[config.mk]
export PLATFORM = sky130hd
export DESIGN_NAME = kmu_csr
export DESIGN_NICKNAME = d
export VERILOG_FILES = /design/src/design/assert_macros.svh /design/src/design/kmu_pkg.sv /design/src/design/kmu_csr.sv
export SDC_FILE = /design/constraint.sdc
export NUM_CORES = 1
export LEC_CHECK = 0
export BUFFER_PORTS_ARGS = -buffer_cell sky130_fd_sc_hd__clkbuf_2
export CAP_MARGIN = 20
export CORE_UTILIZATION = 40
export DETAILED_ROUTE_END_ITERATION = 8
export PLACE_DENSITY = 0.7
export SLEW_MARGIN = 20
export SYNTH_ARGS = -nofsm -noshare
export SYNTH_HDL_FRONTEND = slang
export SYNTH_SLANG_ARGS = --single-unit
[constraint.sdc]
create_clock -name clock -period 1.73 [get_ports clock]
set_clock_uncertainty 0.15 [all_clocks]
set_input_delay 0.0865 -clock clock [delete_from_list [all_inputs] [get_ports clock]]
set_output_delay 0.0865 -clock clock [all_outputs]
set_load 0.02 [all_outputs]
[src/design/assert_macros.svh]
// Assertion macros used by the Kalman gain divider (kmu_div).
// Define ASSERT_OFF to compile every check out.
`ifndef ASSERT_MACROS_SVH
`define ASSERT_MACROS_SVH

`ifndef ASSERT_OFF

// Plain clocked property, held off during reset.
`define ASSERT_AT(label, clk, rst, prop) \
   label: assert property (@(posedge clk) disable iff (rst) (prop)) \
      else $error("assertion failed");

// Antecedent implies consequent in the same cycle.
`define ASSERT_IMPLIES(label, clk, rst, ante, cons) \
   label: assert property (@(posedge clk) disable iff (rst) (ante) |-> (cons)) \
      else $error("implication failed");

`else

`define ASSERT_AT(label, clk, rst, prop)
`define ASSERT_IMPLIES(label, clk, rst, ante, cons)

`endif

`endif

[src/design/kmu_pkg.sv]
`timescale 1ns / 1ps
// Shared widths, constants, register codes and pipeline payload types
// for the scalar Kalman mean update unit. No dependencies.
package kmu_pkg;

   localparam int DATA_W   = 32;
   localparam int FRAC_W   = 16;
   localparam int ADDR_W   = 3;
   localparam int ERRVAR_W = 33;   // unsigned Q17.16
   localparam int DELTA_W  = 33;   // signed Q17.16
   localparam int MAG_W    = 33;
   localparam int NOISE_W  = 49;
   localparam int DENOM_W  = 50;
   localparam int GAIN_W   = 17;   // Q1.16, 0..1.0 inclusive
   localparam int PROD_W   = 50;
   localparam int ADJ_W    = 35;
   localparam int DIV_STAGES = 8;

   localparam logic [GAIN_W-1:0] ONE_Q16 = 17'h1_0000;

   localparam logic [DATA_W-1:0] NOISE_VAR_RESET = 32'h0000_0000;
   localparam logic [DATA_W-1:0] VEL_SCALE_RESET = 32'h0001_0000;

   localparam logic signed [ADJ_W-1:0] MEAN_MAX = 35'sh0_7FFF_FFFF;
   localparam logic signed [ADJ_W-1:0] MEAN_MIN = 35'sh7_8000_0000;

   typedef enum logic [0:0] {
      REG_NOISE_VARIANCE = 1'b0,
      REG_VEL_SCALE      = 1'b1
   } kmu_reg_type;

   typedef struct packed {
      logic [DATA_W-1:0] noise_variance;
      logic [DATA_W-1:0] vel_scale;
   } kmu_cfg_type;

   typedef struct packed {
      logic signed [DATA_W-1:0] velocity;
      logic signed [DATA_W-1:0] mean_in;
      logic [DATA_W-1:0]        variance_in;
   } kmu_in_type;

   // Front end to divider.
   typedef struct packed {
      logic signed [DATA_W-1:0] mean;
      logic                     neg;
      logic [MAG_W-1:0]         mag;
      logic [ERRVAR_W-1:0]      errvar;
      logic [DENOM_W-1:0]       denom;
   } kmu_item_type;

   // Divider to back end.
   typedef struct packed {
      logic signed [DATA_W-1:0] mean;
      logic                     neg;
      logic [MAG_W-1:0]         mag;
      logic [ERRVAR_W-1:0]      errvar;
      logic [GAIN_W-1:0]        gain;
   } kmu_gain_type;

endpackage

[src/design/kmu_csr.sv]
`timescale 1ns / 1ps
// APB-style register file: process noise variance and velocity scale.
// Depends on kmu_pkg.
module kmu_csr (
   input  logic                         clock,
   input  logic                         reset,
   input  logic                         csr_psel,
   input  logic                         csr_penable,
   input  logic                         csr_pwrite,
   input  logic [kmu_pkg::ADDR_W-1:0]   csr_paddr,
   input  logic [kmu_pkg::DATA_W-1:0]   csr_pwdata,
   output logic [kmu_pkg::DATA_W-1:0]   csr_prdata,
   output logic                         csr_pready,
   output kmu_pkg::kmu_cfg_type         cfg
);

   logic [kmu_pkg::DATA_W-1:0] noise_variance_ff;
   logic [kmu_pkg::DATA_W-1:0] vel_scale_ff;
   kmu_pkg::kmu_reg_type       reg_sel;
   logic                       wr_en;

   // word address: byte offset bits are ignored
   assign reg_sel    = kmu_pkg::kmu_reg_type'(csr_paddr[2]);
   assign wr_en      = csr_psel && csr_penable && csr_pwrite;
   assign csr_pready = 1'b1;

   always_ff @(posedge clock) begin
      if (reset) begin
         noise_variance_ff <= kmu_pkg::NOISE_VAR_RESET;
         vel_scale_ff      <= kmu_pkg::VEL_SCALE_RESET;
      end else if (wr_en) begin
         case (reg_sel)
            kmu_pkg::REG_NOISE_VARIANCE: noise_variance_ff <= csr_pwdata;
            kmu_pkg::REG_VEL_SCALE:      vel_scale_ff      <= csr_pwdata;
            default: ;
         endcase
      end
   end

   always_comb begin
      case (reg_sel)
         kmu_pkg::REG_NOISE_VARIANCE: csr_prdata = noise_variance_ff;
         kmu_pkg::REG_VEL_SCALE:      csr_prdata = vel_scale_ff;
         default:                     csr_prdata = '0;
      endcase
   end

   assign cfg.noise_variance = noise_variance_ff;
   assign cfg.vel_scale      = vel_scale_ff;

endmodule

# ---- Word level (Yosys, flattened, before mapping)
# Index checks and enable logic that the tools add are counted.
dict set report op_classes {
  n_reduce_logical 4
  bitwise_logic 1
  mux 1
}
# cell count
set ops {}
lappend ops {{case mux 32 bit (2 select lines)} 1}
lappend ops {{AND reduction 2 bit} 2}
lappend ops {{logical AND 1 bit} 2}
lappend ops {{NOT 1 bit} 1}
dict set report word_totals {
  ff_bits 64
  wordCells 8
  input_bits 40
}

# ---- Logic depth before layout (Yosys ltp)
# Gate-level depths: netlist of run 1.
dict set report depth {
  depth_word 3
  depth_mapped 5
  mapped_depth_nobuf 2
}

# ---- Least setup slack after synthesis of run 1
# No wires, ideal clock.
dict set report synth_path {
  path_type {in2reg}
  start {in csr_paddr[2] (netlist name)}
  end {reg noise_variance_ff[10] (netlist name)}
  path_stages 5
  path_buffers 3
  arrival_ps 904
  setup_time_ps 72
  t_required_ps 1508
  path_slack_ps 604
  cell_sequence {buf_6 -> and4b_1 -> buf_6 -> buf_8 -> mux2i_1}
}
dict set report synth_between {
  elab_chain_cells 2
}
# item line
set synth_lines {}
lappend synth_lines {{start, declared} kmu_csr.sv:10} ;# input logic [kmu_pkg::ADDR_W-1:0] csr_paddr,
lappend synth_lines {{NOT 1 bit (no line)} n/a}
lappend synth_lines {{AND reduction 2 bit (no line)} n/a}
lappend synth_lines {{end signal, assigned} kmu_csr.sv:29} ;# noise_variance_ff <= kmu_pkg::NOISE_VAR_RESET;
lappend synth_lines {{end signal, assigned} kmu_csr.sv:33} ;# kmu_pkg::REG_NOISE_VARIANCE: noise_variance_ff <= csr_pwdata;
lappend synth_lines {{end, declared} kmu_csr.sv:17} ;# logic [kmu_pkg::DATA_W-1:0] noise_variance_ff;
# No other way between the ends.
# A chain may end at the register's enable or synchronous reset.

# ---- Worst setup path after layout of run 1
dict set report layout_path {
  start {in csr_paddr[2] (netlist name)}
  end {out csr_prdata[18] (netlist name)}
}
dict set report layout_between {
  elab_chain_cells 2
}
# item line
set layout_lines {}
lappend layout_lines {{NOT 1 bit (no line)} n/a}
lappend layout_lines {{case mux 32 bit (2 select lines) (*)} kmu_csr.sv:41} ;# case (reg_sel)
lappend layout_lines {{end, declared} kmu_csr.sv:12} ;# output logic [kmu_pkg::DATA_W-1:0] csr_prdata,
# Mark *: on every way between the ends. The rest lies on a longest branch, timed or not.

==> results of run 1 <==
==> cell usage in the layout, fill, tap and decap left out, drive strengths merged, types with 2 or more instances in the layout <==
master,n
nor2,2
buf,8
mux2,32
mux2i,64
dfxtp,64
clkinvlp,4
nand2b,95
clkbuf,143
dlygate4sd3,32
==> worst reg2reg max path, cell delays in order (launching register included) <==
cell	delay (ns)
dfxtp_1	0.36
nand2b_1	0.07
mux2i_1	0.14
==> power breakdown <==
part	switching, mW	internal [mW]
sequential	0.0248	1.51
clock	0.595	0.706
combinational	0.210	0.221
==> sequential cells by signal, indices dropped and copies added (netlist names) <==
signal             cells
noise_variance_ff     32
vel_scale_ff          32
==> worst paths after layout <==
path | to | slack (ns) | cells after the start
max | csr_prdata[18] | 0.33 | 4
min | noise_variance_ff[25] | 0.11 | 3
max reg2reg | vel_scale_ff[3] | 0.93 | 2
min reg2reg | noise_variance_ff[20] | 0.34 | 2
==> per-stage QoR <==
step	cell area (um^2)	power [mW]	instances	setup WS (ns)	hold WS, ns
after floorplan	3070	1.81	283	0.604	0.0918
after global placement	3830	1.93	502	0.359	0.204
after detailed placement	3830	1.94	502	0.334	0.210
after CTS	4360	3.31	550	0.336	0.0862
after global routing	4360	3.42	550	0.284	0.113
final	4360	3.26	550	0.335	0.114
==> cells by family (layout without fill, tap and decap cells) <==
| kind of cell | count (synthesis) | in the layout | synth area share (%) |
|---|---|---|---|
| flops | 64 | 64 | 41.7 |
| simple gates | 101 | 101 | 21.4 |
| other cells | 1 | 1 | 0.122 |
| buf+inv | 21 | 189 | 4.16 |
| mux | 96 | 96 | 32.6 |
==> area by class of cell <==
type | instances | share of cell area, %
timing repair buffer | 173 | 24.9
tap | 99 | 2.84
sequential | 64 | 29.4
multi-input combinational | 198 | 38.2
clock inverter | 6 | 1.58
clock buffer | 10 | 3.16
==> layer usage <==
metal	vias up	GRT usage, %
li1	1281	-
met1	1140	20.5
met2	79	28.8
met3	16	3.93
met4	0	8.95
met5	-	0
==> run_results.csv, run 1 <==
group,metric,value,unit
run_status,status,"completed",
die,chipHeight,89.6,um
yosys,syn-cell-area,0.00307,mm^2
grt,antenna_found_initial,0,
setup_path,max_stage_delay,0.37,ns
finish,drive_above_1_share,42.6,%
placement,portBuffers,133,
setup_path,cp.arrival,1.16,ns
yosys,async_flop_share,0,%
die,start_util,41.9,%
die,core-area,0.00733,mm^2
setup_path,path_buf_inv,3,
finish,area_delta_synth_final,41.9,%
route,wl_met1,3090,um
sta,setup_viol,0,
sta,clock.fmax,717,MHz
cts,cts.sinks,64,
route,wire_per_inst,12.7,um
yosys,yosysMostFrequentCell,"nand2b_1",
die,ioPinCount,137,
setup_path,crit_type,"in2out",
power_and_ir_drop,power.density,749,mW/mm^2
yosys,synth_ff_type,"dfxtp_1",
sta,timing.final.crit_period,1.40,ns
yosys,synth.top_cell.area_share,41.7,%
setup_path,worstPathCellList,"clkbuf_2, buf_4, mux2_2, clkbuf_2",
sta,drv_slew,0,
placement,place_hpwl,4720,um
route,wl_met3,345,um
yosys,postSynthCellCount,283,
yosys,avgSynthCellArea,10.8,um^2
yosys,synth.top_cells.by_count,"nand2b_1 (95), dfxtp_1 (64), mux2i_1 (64), mux2_2 (32), clkbuf_1 (10)",
setup_path,cp_max_fo,16,
grt,grt_pass1_vias,2223,
route,via_per_inst,4.57,
yosys,seq_area_frac_synth,41.7,%
sta,rsz0062_at_grt,"false",
cts,ctsHoldBuffers,32,
yosys,ys_ff_latch,64,
route,firstDrtPassIters,4,
setup_path,slowest_stage,"mux2_2",
grt,gr-total-overflow,0,
finish,multi_input_area,0.00166,mm^2
min_path,min_path_type,"in2reg",
cts,htreeDepth,3,
setup_path,cp-startpoint,"csr_paddr[2]",
grt,grt_usage,17.2,%
cts,cts_setup_buffers,0,
finish,nFillCells,650,
finish,fin_nets,486,
cts,clockBufferDepth,2,
route,final_antenna_net_count,0,
grt,grt_max_degree,41,
power_and_ir_drop,p_leak,2.12,nW
sta,fin_crit_sh,80.6,%
finish,final-seq-area,0.00128,mm^2
cts,cts_root_buf,"clkbuf_8",
cts,path_clk_slew,0.08,ns
setup_path,r2r_start,"vel_scale_ff[3]",
cts,clk_latency,0.33,ns
setup_path,required,1.49,ns
setup_path,crit_family,"buffers and inverters",
cts,ctsResizeCount,0,
power_and_ir_drop,ir_drop,478,uV
yosys,synth_edf_count,0,
setup_path,worst_setup_path_end_kind,"primary output",
min_path,min_from,"csr_penable",
route,drc,0,
sta,fin_tns_setup,0,ns
placement,globalplace.congestion,0.656,
route,wl,6980,um
route,drt_iter0_drc,32,
die,rows,31,
route,highest_layer,"met4",
die,die-area,0.00803,mm^2
finish,fin_util,59.4,%
setup_path,start_kind,"input port",
yosys,synth_fp_nets,323,
finish,diodes,0,
setup_path,path_common_cell,"clkbuf_2",
yosys,ys_warn_count,0,
yosys,ys_top_cells_by_area,"dfxtp_1 (42%), mux2i_1 (21%), nand2b_1 (19%), mux2_2 (12%), clkbuf_1 (1.2%)",
sta,hold_viol,0,
cts,cts_tree,"built",
cts,numCtsBuffers,9,
route,dr_total_vias,2516,
route,wl_met2,3350,um
yosys,synth.distinct_cells,15,
flow_run,maxCapViolCount,0,
yosys,yosysTopAreaCell,"dfxtp_1",
grt,grt_pass1_wl,10500,um
die,die_w,89.6,um
No activity file was read; power rests on OpenSTA's default activity.
==> inputs of run 2 (changes only) <==
--- a/config.mk
+++ b/config.mk
@@ -5,11 +5,12 @@
 export SDC_FILE = /design/constraint.sdc
 export NUM_CORES = 1
 export LEC_CHECK = 0
+export ABC_AREA = 1
 export BUFFER_PORTS_ARGS = -buffer_cell sky130_fd_sc_hd__clkbuf_2
 export CAP_MARGIN = 20
 export CORE_UTILIZATION = 40
 export DETAILED_ROUTE_END_ITERATION = 8
-export PLACE_DENSITY = 0.7
+export PLACE_DENSITY = 0.72
 export SLEW_MARGIN = 20
 export SYNTH_ARGS = -nofsm -noshare
 export SYNTH_HDL_FRONTEND = slang
==> constraint.sdc (replaced) <==
create_clock -name clock -period 1.2 [get_ports clock]
set_clock_uncertainty 0.15 [all_clocks]
set_input_delay 0.06 -clock clock [delete_from_list [all_inputs] [get_ports clock]]
set_output_delay 0.06 -clock clock [all_outputs]
set_load 0.02 [all_outputs]
==> run_results.csv, run 2 <==
group,metric,value,unit
sta,rsz0062_at_grt,"true",
grt,grt_max_degree,46,
yosys,yosysTopAreaCell,"dfxtp_1",
route,wire_per_inst,11.5,um
yosys,muxShareOfSynthArea,0,%
setup_path,crit_type,"reg2out",
finish,reg_top3,"noise_variance_ff (32), vel_scale_ff (32)",
yosys,synth_fp_nets,529,
grt,gr-total-overflow,0,
sta,setup_viol,1,
route,via_per_inst,4.71,
yosys,synth_fa_ha_area_share,0,%
power_and_ir_drop,power.density,1020,mW/mm^2
sta,fin_tns_setup,-0.00356,ns
route,drt_iter0_drc,101,
yosys,ys_ff_latch,64,
die,die_w,89.7,um
setup_path,start_kind,"register",
finish,final_common_cell,"nand2_1",
finish,fin_area,0.00459,mm^2
min_path,min_path_type,"in2reg",
placement,dp_slack,0.0725,ns
finish,diodes,0,
yosys,avgSynthCellArea,6.29,um^2
sta,timing.final.crit_period,1.20,ns
placement,dp.cells,703,
yosys,synth_ff_type,"dfxtp_1",
route,firstDrtPassIters,7,
yosys,postSynthCellCount,489,
cts,numCtsBuffers,9,
finish,stdcell_count,753,
die,die-area,0.00804,mm^2
route,final_antenna_net_count,0,
yosys,ys_warn_count,0,
die,ioPinCount,137,
flow_run,maxCapViolCount,0,
cts,cts_root_buf,"clkbuf_8",
yosys,synth.top_cells.by_count,"nand2_1 (161), nor2_1 (126), dfxtp_1 (64), nand3_1 (64), inv_1 (32)",
sta,layout_setup_ws,-0.00356,ns
yosys,synth.distinct_cells,15,
sta,hold_viol,0,
grt,grt_pass1_wl,12900,um
finish,nFillCells,638,
finish,drive_above_1_share,35.9,%
yosys,synth_top_family_by_area,"simple AND/OR/NAND/NOR gates",
setup_path,cp_max_fo,3,
yosys,async_flop_share,0,%
yosys,synth-simple-area-share,46.9,%
yosys,synth_edf_count,0,
cts,clockBufferDepth,2,
run_status,violations,"negative setup slack",
placement,portBuffers,133,
route,dr_total_vias,3544,
finish,fin_nets,690,
yosys,synth.top_cell.area_share,41.7,%
grt,grt_usage,21.1,%
yosys,ys_top_cells_by_area,"dfxtp_1 (42%), nand2_1 (20%), nor2_1 (15%), nand3_1 (10%), inv_1 (3.9%)",
cts,path_clk_slew,0.07,ns
cts,htreeDepth,3,
yosys,syn-cell-area,0.00307,mm^2
yosys,yosysMostFrequentCell,"nand2_1",
route,wl,8700,um
sta,drv_slew,0,
die,core-area,0.00733,mm^2
die,rows,31,
finish,final_cell_mix,"nand2_1 (156), nor2_1 (126), clkbuf_2 (102)",
sta,fin_crit_sh,100,%
placement,globalplace.congestion,0.694,
yosys,seq_area_frac_synth,41.7,%
sta,whs,0.0257,ns
cts,clk_latency,0.33,ns
run_status,status,"complete, but fails checks",
sta,clock.fmax,831,MHz
grt,grt_pass1_vias,2911,
power_and_ir_drop,ir_drop,586,uV
yosys,synth_xor_area_share,0,%
route,drc,0,
finish,area_delta_synth_final,49.2,%
placement,place_hpwl,5330,um
setup_path,cp.arrival,0.99,ns
setup_path,worst_setup_path_end_kind,"primary output",
die,start_util,41.9,%
die,chipHeight,89.7,um
cts,cts.sinks,64,
yosys,synth_compound_area_share,0.163,%
power_and_ir_drop,p_leak,2.40,nW
grt,antenna_found_initial,0,
placement,dpl_cell_area,0.00389,mm^2
setup_path,required,0.99,ns
cts,cts_tree,"built",
## run 2: changes by cell type after synthesis, moves of 4 or more
cell,change
nand2_1,+161
nor2_1,+124
nand2b_1,-95
mux2i_1,-64
nand3_1,+64
inv_1,+32
mux2_2,-32
clkbuf_1,-9
buf_2,+7
buf_1,+6
buf_4,+6
buf_6,+4
## run 2: timing repair
| action | 4_1_cts | 5_1_grt |
|---|---|---|
| pin swaps | 0 | 6 |
| endpoints found under the hold margin | 64 | 0 |
| hold buffers | 33 | 0 |
| gates resized for setup | 29 | 105 |
| endpoints found under the setup margin | 19 | 32 |
| setup buffers | 0 | 2 |
## run 2: layout make-up
cell class | instances | area, um^2 | area share (%)
Clock buffer | 11 | 131 | 2.86
Clock inverter | 4 | 22.5 | 0.491
Inverter | 35 | 131 | 2.86
Multi-Input combinational cell | 357 | 1460 | 31.9
Sequential cell | 64 | 1360 | 29.6
Tap cell | 99 | 124 | 2.70
Timing Repair Buffer | 183 | 1360 | 29.6
## run 2: worst paths after layout
kind | to | cells after the start | slack [ns] | start
hold / removal | vel_scale_ff[16] | 4 | 0.03 | reset
setup / recovery | csr_prdata[0] | 3 | -0.004 | noise_variance_ff[0]
setup reg to reg | noise_variance_ff[23] | 3 | 0.34 | noise_variance_ff[23]
hold reg to reg | noise_variance_ff[27] | 2 | 0.34 | noise_variance_ff[27]
## run 2: kinds of logic (layout without fill, tap and decap cells)
group	after synthesis	count (layout)
buf+inv	68	233
other cells	1	1
compound gates	1	1
flops	64	64
simple gates	355	355
## run 2: layer usage
| metal | vias up | track usage (%) | part of all wire [%] | wire (um) |
|---|---|---|---|---|
| li1 | 1798 | - | - | - |
| met1 | 1600 | 25.6 | 44 | 3810 |
| met2 | 140 | 36.4 | 49 | 4280 |
| met3 | 6 | 4.57 | 6.4 | 559 |
| met4 | 0 | 8.08 | 0.60 | 52 |
| met5 | - | 0 | 0 | 0 |
## run 2: worst max-delay path: stages, from the launching register on
cell and delay (ns):
dfxtp_1 0.36, nand2_1 0.08, nand2_1 0.08, buf_4 0.14
## run 2: where the power goes
group          internal [mW]  switching (mW)
logic                  0.390           0.523
registers               2.21          0.0613
clock network          0.728           0.782
## run 2: per-stage QoR
stage                     total power [mW]  utilization, %
after floorplan                       2.80               -
after global placement                3.08            53.1
after detailed placement              3.09            53.1
final                                 4.70            62.6
after CTS                             4.70            60.3
after global routing                  4.94            62.6
==> inputs of run 3 (changes only) <==
==> constraint.sdc (replaced) <==
create_clock -name clock -period 1.2 [get_ports clock]
set_clock_uncertainty 0.15 [all_clocks]
set_input_delay 0.24 -clock clock [delete_from_list [all_inputs] [get_ports clock]]
set_output_delay 0.24 -clock clock [all_outputs]
set_load 0.02 [all_outputs]
==> run_results.csv, run 3 (synthesis gave the netlist of run 2 again) <==
group,metric,value,unit
run_status,status,"complete, but fails checks",
run_status,violations,"negative setup slack",
die,ioPinCount,137,
cts,cts_tree,"built",
setup_path,crit_type,"reg2out",
finish,final-seq-area,0.00144,mm^2
power_and_ir_drop,p_leak,2.77,nW
power_and_ir_drop,internal_power,3.84,mW
sta,clock.fmax,721,MHz
grt,grt_pass1_vias,3290,
power_and_ir_drop,clock_power_share,35.0,%
route,wl,11700,um
placement,globalplace.congestion,0.754,
cts,clockBufferDepth,2,
setup_path,worstReg2RegEnd,"noise_variance_ff[15]",
route,final_antenna_net_count,0,
flow_run,maxCapViolCount,0,
grt,grt_max_degree,41,
die,chipHeight,89.7,um
die,core-area,0.00733,mm^2
min_path,min_path_type,"in2reg",
grt,gr-total-overflow,0,
min_path,worstHoldEndpoint,"noise_variance_ff[22]",
route,drt_iter0_drc,162,
die,die_w,89.7,um
route,via_per_inst,4.97,
sta,drv_slew,0,
power_and_ir_drop,ir_drop,640,uV
sta,hold_viol,0,
min_path,min_path_cells,5,
setup_path,cp.arrival,1.00,ns
route,drc,0,
cts,numCtsBuffers,9,
cts,cts_root_buf,"clkbuf_8",
sta,layout_setup_ws,-0.188,ns
finish,multi_input_area,0.00167,mm^2
placement,place_hpwl,5570,um
finish,fin_nets,692,
die,die-area,0.00804,mm^2
setup_path,max_stage_delay,0.38,ns
grt,antenna_found_initial,0,
finish,diodes,0,
cts,clk_latency,0.33,ns
die,rows,31,
finish,final_common_cell,"nor2_1",
die,start_util,41.9,%
setup_path,rr_worst_depth,3,
setup_path,r2r_start,"noise_variance_ff[15]",
setup_path,worstPathCellList,"nand2_2, nand2_2, buf_8",
setup_path,regToRegSetupSlack,0.29,ns
finish,fin_util,78.9,%
power_and_ir_drop,power.density,927,mW/mm^2
finish,area_delta_synth_final,88.1,%
route,wire_per_inst,15.4,um
sta,rsz0062_at_grt,"true",
setup_path,required,0.81,ns
setup_path,start_kind,"register",
power_and_ir_drop,p_comb_share,22.8,%
finish,drive_above_1_share,53.9,%
setup_path,worst_setup_path_end_kind,"primary output",
grt,grt_pass1_wl,14900,um
power_and_ir_drop,sw_frac_of_total,28.4,%
sta,whs,0.0814,ns
setup_path,path_common_cell,"nand2_2",
cts,htreeDepth,3,
sta,timing.final.crit_period,1.39,ns
setup_path,slowest_stage,"dfxtp_4",
sta,fin_crit_sh,116,%
finish,final_cell_mix,"nor2_1 (126), nand2_2 (83), buf_8 (81)",
setup_path,cp_max_fo,3,
power_and_ir_drop,seqPwrFrac,42.2,%
power_and_ir_drop,p_sw,1.52,mW
cts,path_clk_slew,0.07,ns
finish,reg_top3,"noise_variance_ff (32), vel_scale_ff (32)",
placement,portBuffers,133,
finish,nFillCells,442,
grt,grt_usage,24.3,%
route,dr_total_vias,3756,
min_path,min_from,"csr_pwdata[22]",
sta,setup_viol,87,
cts,cts.sinks,64,
route,firstDrtPassIters,5,
-- run 3: worst max-delay path by stage --
| stage | start | endpoint | slack (ns) | cells past startpoint |
|---|---|---|---|---|
| 2_1_floorplan | csr_paddr[2] | csr_prdata[29] | -0.03 | 5 |
| 3_3_place_gp | csr_paddr[2] | csr_prdata[16] | -0.15 | 6 |
| 3_5_place_dp | csr_paddr[2] | csr_prdata[19] | -0.17 | 6 |
| 4_1_cts | vel_scale_ff[31] | csr_prdata[31] | -0.15 | 3 |
| 5_1_grt | noise_variance_ff[29] | csr_prdata[29] | -0.21 | 3 |
| 6_report | vel_scale_ff[29] | csr_prdata[29] | -0.19 | 3 |
-- run 3: worst max-delay path: cells and delay by family (launching register included) --
kind / cells / cell delay [ns]
buffers and inverters: 1 / 0.12
and+or+nand+nor: 2 / 0.17
DFF: 1 / 0.38
-- run 3: per-layer routing --
| metal | track usage (%) | share of wire (%) |
|---|---|---|
| met5 | 0 | 0 |
| met4 | 9.52 | 2.2 |
| met3 | 5.30 | 7.4 |
| met2 | 42.8 | 52 |
| met1 | 28.8 | 38 |
-- run 3: metrics by stage --
step / setup TNS (ns) / setup WS [ns] / cell area, um^2 / power [mW] / instances
global placement: -9.66 / -0.155 / 3990 / 3.10 / 709
finish: -6.12 / -0.188 / 5780 / 5.36 / 756
floorplan: -0.969 / -0.0329 / 3150 / 2.82 / 489
CTS: -6.56 / -0.147 / 5180 / 5.19 / 730
global route: -8.98 / -0.206 / 5780 / 5.55 / 756
detailed placement: -11.22 / -0.172 / 3990 / 3.11 / 709
-- run 3: power groups by stage --
stage	combinational (mW)	sequential (mW)	clock (mW)
after global routing	1.30	2.27	1.98
final	1.22	2.26	1.88
after floorplan	0.432	2.39	0
after CTS	1.02	2.29	1.89
after detailed placement	0.808	2.31	0
after global placement	0.797	2.30	0
-- run 3: timing repair --
item | 4_1_cts | 5_1_grt
buffers inserted | 2 | 25
pin swaps | 31 | 24
cloned | 2 | 1
gates resized for setup | 251 | 188
hold endpoints to repair | 1 | 0
endpoints found under the setup margin | 96 | 96
hold buffers | 1 | 0
-- run 3: final cells by class --
type	count	area share (%)
Clock buffer	13	2.75
Clock inverter	3	0.692
Inverter	35	2.40
Multi-Input combinational cell	357	28.9
Sequential cell	64	24.9
Tap cell	99	2.14
Timing Repair Buffer	185	38.2
